### config.mk
export PLATFORM = sky130hd
export DESIGN_NAME = chb_binmap
export DESIGN_NICKNAME = d
export VERILOG_FILES = /design/src/rtl/core/chb_pkg.sv /design/src/rtl/core/chb_binmap.sv
export SDC_FILE = /design/constraint.sdc
export NUM_CORES = 2
export LEC_CHECK = 0
export BUFFER_PORTS_ARGS = -buffer_cell sky130_fd_sc_hd__buf_4
export CORE_MARGIN = 2
export CORE_UTILIZATION = 31
export CTS_CLUSTER_SIZE = 10
export DETAILED_ROUTE_END_ITERATION = 6
export PLACE_DENSITY = 0.45
export RECOVER_POWER = 25
export SLEW_MARGIN = 20
export SYNTH_ARGS = -nofsm -noshare
export SYNTH_HDL_FRONTEND = slang
export SYNTH_SLANG_ARGS = --single-unit
### constraint.sdc
create_clock -name clk -period 18.2 [get_ports clk]
set_clock_uncertainty 0.2 [all_clocks]
set_input_delay 5.46 -clock clk [delete_from_list [all_inputs] [get_ports clk]]
set_output_delay 5.46 -clock clk [all_outputs]
set_load 0.01 [all_outputs]
### src/rtl/core/chb_pkg.sv
// ----------------------------------------------------------------------------
// chb_pkg
// Shared types and constants of the clamped histogram accumulator.
// ----------------------------------------------------------------------------
package chb_pkg;

	localparam int DEF_BINS        = 1024;
	localparam int DEF_COUNT_WIDTH = 32;

	localparam int SAMPLE_W  = 32;
	localparam int CFG_W     = 32;
	localparam int CFG_IDX_W = 2;
	localparam int BINS_W    = 11;
	localparam int OUT_BIN_W = 10;
	localparam int OUT_CNT_W = 32;
	localparam int PROD_W    = 64;
	localparam int FRAC_W    = 16;
	localparam int BINVAL_W  = PROD_W - FRAC_W;

	localparam logic [BINS_W-1:0] BINS_IN_USE_RESET = 11'd1024;

	typedef enum logic [1:0] {
		OP_ADD   = 2'd0,
		OP_READ  = 2'd1,
		OP_CLEAR = 2'd2,
		OP_NONE  = 2'd3
	} opcode_t;

	typedef enum logic [CFG_IDX_W-1:0] {
		REG_RANGE_MIN = 2'd0,
		REG_RANGE_MAX = 2'd1,
		REG_BINS      = 2'd2,
		REG_SCALE     = 2'd3
	} cfg_reg_t;

	typedef enum logic [1:0] {
		FLAG_IN    = 2'd0,
		FLAG_BELOW = 2'd1,
		FLAG_ABOVE = 2'd2
	} range_flag_t;

	typedef enum logic [2:0] {
		ST_CLEAR,
		ST_IDLE,
		ST_MUL,
		ST_LOOK,
		ST_UPDATE
	} state_t;

	// Stage enables from the sequencer to the binning datapath.
	typedef struct packed {
		logic offset_en;
		logic mul_en;
	} binmap_ctrl_t;

endpackage

### src/rtl/core/chb_binmap.sv
// ----------------------------------------------------------------------------
// chb_binmap
// Clamps a sample into the configured range and scales its offset into a bin.
// ----------------------------------------------------------------------------
module chb_binmap import chb_pkg::*; (
	input  logic                       clk,
	input  binmap_ctrl_t               ctrl,
	input  logic signed [SAMPLE_W-1:0] sample,
	input  logic signed [SAMPLE_W-1:0] range_minimum,
	input  logic signed [SAMPLE_W-1:0] range_maximum,
	input  logic        [CFG_W-1:0]    bin_scale,
	output logic        [1:0]          range_flag,
	output logic        [BINVAL_W-1:0] bin_value
);

	logic                       below;
	logic                       above;
	logic signed [SAMPLE_W-1:0] clamped;
	logic signed [SAMPLE_W:0]   diff;
	logic [SAMPLE_W-1:0]        offset;
	logic [SAMPLE_W-1:0]        offset_s1;
	logic [1:0]                 flag_s1;
	logic [PROD_W-1:0]          product_s2;

	always_comb begin
		below   = sample < range_minimum;
		above   = !below && (sample > range_maximum);
		clamped = below ? range_minimum : (above ? range_maximum : sample);
		diff    = {clamped[SAMPLE_W-1], clamped} - {range_minimum[SAMPLE_W-1], range_minimum};
		// With the minimum above the maximum the offset can go negative; it stops at zero.
		offset  = diff[SAMPLE_W] ? '0 : diff[SAMPLE_W-1:0];
	end

	always_ff @(posedge clk) begin
		if (ctrl.offset_en) begin
			offset_s1 <= offset;
			flag_s1   <= below ? FLAG_BELOW : (above ? FLAG_ABOVE : FLAG_IN);
		end
		if (ctrl.mul_en) begin
			product_s2 <= offset_s1 * bin_scale;
		end
	end

	assign range_flag = flag_s1;
	assign bin_value  = product_s2[PROD_W-1:FRAC_W];

endmodule

* Word-level counts from Yosys, hierarchy flattened
Index checks and enable logic that the tools add are counted.
** Cells by class
- Reductions and logical operators :: 2
- $mul :: 1
- $lt $le $gt $ge :: 2
- Muxes and demuxes :: 3
- $add $sub $neg :: 1
** Operators by type and width (count)
- 32-bit by 32-bit multiplier with 64-bit output :: 1
- 32-bit 2-to-1 mux :: 2
- 32-bit by 32-bit subtractor with 33-bit output :: 1
- 32-bit > comparator :: 1
- 32-bit less-than comparator :: 1
- 2-bit 2-to-1 mux :: 1
- 1-bit logical AND :: 1
- 1-bit logical NOT :: 1
** Word-level totals
- Logic and storage cells :: 12
- Bits of input ports :: 131
- Output and inout bits :: 50
- Flip-flop bits (word level) :: 98

* Depth between registers and ports, before layout
- Word-level depth :: 6
- Mapped depth :: 28
- Mapped depth without buffers :: 27

* Least setup slack after synthesis
No wires, ideal clock.
- Path type :: input to register
- Start :: in bin_scale[2]
- End :: reg product_s2[59], data pin
- Required time :: 17736 ps
- Arrival time :: 12004 ps
- Slack :: 5732 ps
- Cell stages on the path :: 26
- Setup time :: 264 ps
- Cells stage by stage :: clkbuf_1 -> and2_1 -> fa_1 -> inv_1 -> fa_1 -> fa_1 -> fa_1 -> inv_1 -> fa_1 -> inv_1 -> fa_1 -> inv_1 -> fa_1 -> fa_1 -> ha_1 -> clkbuf_1 -> a21o_1 -> a31oi_1 -> o221ai_1 -> a21oi_1 -> a21bo_2 -> o21ai_1 -> o21ai_1 -> a21o_1 -> a221oi_1 -> xnor2_1
** Between the ends
- Word-level cells in the longest chain between the ends :: 1
** Ends and longest elaborated chain
- start, declared :: RTL line chb_binmap.sv:11 : input logic [CFG_W-1:0] bin_scale,
- 32-bit by 32-bit multiplier with 64-bit output :: RTL line chb_binmap.sv:40 : product_s2 <= offset_s1 * bin_scale;
- end signal, assigned :: RTL line chb_binmap.sv:40
- end, declared :: RTL line chb_binmap.sv:23 : logic [PROD_W-1:0] product_s2;
No other way between the ends.
A chain may end at the register's enable or synchronous reset.

* Final worst setup path
- Start :: in bin_scale[8]
- End :: reg product_s2[58], data pin
Same word-level chain as after synthesis.

==> results_dict.tcl <==
set metrics [dict create \
    synth.distinct_cells 66 \
    io_buffers 180 \
    fmax_ghz 0.0749 \
    violations "capacitance limit, slew limit" \
    ant_nets 0 \
    synth.avg_cell_area_um2 9.22 \
    finalWeightedCongestion 0.825 \
    num_rows 130 \
    rsz0062_at_grt "false" \
    track_usage 0.196 \
    pin_count 181 \
    fin_nets 5619 \
    ys_async_sr_fraction 0 \
    dr.first_iter.drc_count 1407 \
    worstHoldPathType "flip-flop to flip-flop" \
    startpoint_type "primary input" \
    top_layer_used "met4" \
    post_cts_buffers 0 \
    clk_latency_ns 0.44 \
    setup_viol 0 \
    min_period_ns 13.35 \
    synth_fp_nets 5613 \
    slew_viol_final 84 \
    wirelength_um 122000 \
    crit_arrival_ns 13.34 \
    crit_slowest_cell "fa_1" \
    wire_per_inst_um 20.7 \
    cpLargestDelayFamily "adder cells" \
    vias 28063 \
    overflow 0 \
    fin_setup_tns_ns 0 \
    relSlewSlack -1.15 \
    critical_path.max_fanout 32 \
    synth_area_leader_cell "fa_1" \
    cts.repair.resized 0 \
    final_cell_mix "inv_1 (944), fa_1 (896), and2_1 (611)" \
    drc_errors 0 \
    status "complete, but fails checks" \
    finalHoldViolations 0 \
    grt_max_degree 49 \
    hpwlAfterDp_um 89600 \
    synth_top_area_frac 0.460 \
    die-area_mm2 0.129 \
    syn_area_mm2 0.0390 \
    initial_core_util 0.312 \
    die_w_um 359 \
    ctsRootBufferMaster "clkbuf_16" \
    yosysWarnings 0 \
    clk_pin_slew_ns 0.08 \
    max_stage_delay_ns 0.69 \
    synth-seq-cells 82 \
    vias_per_cell 4.76 \
    tightest_slew_ns 3.23 \
    cts_tree "done" \
    synthCells 4231 \
    clock-sinks 82 \
    antenna_found_initial 8 \
    cp.required_ns 18.18 \
    cp_common_cell "fa_1" \
    worstSetupEndpointType "flip-flop" \
    wl_met3_um 4070 \
    cp_num_buf_inv 4 \
    grt_pass1_wl_um 188000 \
    core_area_mm2 0.125 \
    dr_wl_met2_um 63000 \
    synth_edf_count 82 \
    chipHeight_um 359 \
    synth_ff_type "edfxtp_1" \
    ys_seq_area_frac 0.0631 \
    cts_buffers 9 \
    cts_hold_buf 0 \
    final_common_cell "inv_1" \
    syn_to_final_growth_pct 8.24 \
    crit_type "primary input to flip-flop" \
    met1_length_um 51700 \
    crit_chain "buf_4 -> nand2_1 -> fa_1 -> fa_1 -> fa_1 -> fa_1 -> inv_1 -> fa_1 -> fa_1 -> fa_1 -> inv_1 -> fa_1 -> inv_1 -> ha_1 -> and4_1 -> nand2_1 -> o221ai_1 -> a221oi_1 -> a21boi_0 -> o21bai_1 -> a21oi_1 -> o21ai_0 -> xor2_1" \
    max_cap_viol_count 2 \
    grt_pass1_vias 30783 \
    drive_gt1_frac 0.0570 \
    htreeDepth 3 \
    cts_buffer_depth 2 \
    post-route-period-util 0.734 \
    firstDrtPassIters 4 \
    synthTopCellsByArea "fa_1 (46%), ha_1 (11%), and2_1 (9.8%)" \
]
[flip-flops by register name (all words and copies together) (netlist names)]
register and flops:
offset_s1 32, product_s2 48, range_flag 2
[layer usage]
metal	global-route usage	vias up
li1	-	12634
met1	0.250	14805
met2	0.352	505
met3	0.0196	119
met4	0.0545	0
met5	0	-
[tightest hold or removal path, cell delays in order (launching register included)]
cell and delay (ns):
edfxtp_1 0.32, buf_4 0.44, and2_1 0.23, fa_1 0.18
xnor2_1 0.13, xnor2_1 0.10, xnor2_1 0.16
[worst paths after layout]
path                                        to  cells past startpoint  slack (ns)          start
worst max-delay path            product_s2[58]                     23        4.85   bin_scale[8]
worst min register to register  product_s2[63]                      6        1.48  offset_s1[31]
worst max register to register  product_s2[58]                     24        9.43  offset_s1[25]
worst min-delay path            product_s2[63]                      6        1.48  offset_s1[31]
[area by class of cell]
cell class                 count  area (um^2)
fill                       13167        83000
multi-input combinational   2983        32200
inverter                     944         3540
sequential                    82         2460
tap                         1650         2060
timing repair buffer         217         1620
clock buffer                   9          225
clock inverter                 7          124
antenna                        1         2.50
[cell families after synthesis]
family,after synthesis,share of synthesized area
AND/OR/NAND/NOR,1293,0.171
adder cells (fa/ha/maj),1251,0.574
buffers and inverters,1166,0.113
AO/OA/AOI/OAI,331,0.0544
flip-flops,82,0.0631
XOR/XNOR,73,0.0164
multiplexers,35,0.00904
[synthesized netlist by cell type (3+ instances only)]
cell	instances
inv_1	944
fa_1	896
and2_1	611
nand2_1	505
ha_1	355
clkbuf_1	213
a21oi_1	91
edfxtp_1	82
o21ai_0	77
a21o_1	69
nor2_1	56
xnor2_1	43
mux2i_1	33
xor2_1	30
nand4_1	29
nand3_1	21
nand2b_1	14
nor3_1	14
nor2b_1	13
o21bai_1	10
a211oi_1	9
and3_1	9
a31oi_1	8
and4_1	8
o21a_1	8
o211ai_1	6
a221o_1	5
a41oi_1	5
buf_2	5
a211o_1	4
a21boi_0	3
a221oi_1	3
nor4_1	3
o21ai_1	3
o221ai_1	3
o31ai_1	3
or2_2	3
or3_1	3
[stage by stage]
stage / utilization / instances / worst slack, ns / area, um^2 / hold WS [ns]
3_3_place_gp: 0.334 / 5876 / 4.59 / 41900 / 1.49
3_5_place_dp: 0.334 / 5876 / 4.57 / 41900 / 1.52
4_1_cts: 0.337 / 5892 / 5.08 / 42200 / 1.49
5_1_grt: 0.337 / 5892 / 4.63 / 42200 / 1.59
2_1_floorplan: - / 4231 / 5.73 / 39000 / 1.06
6_report: 0.337 / 5893 / 4.85 / 42200 / 1.48
Power is not shown: default switching activity piles up to over one toggle a cycle in this logic, so the estimate is an artifact.
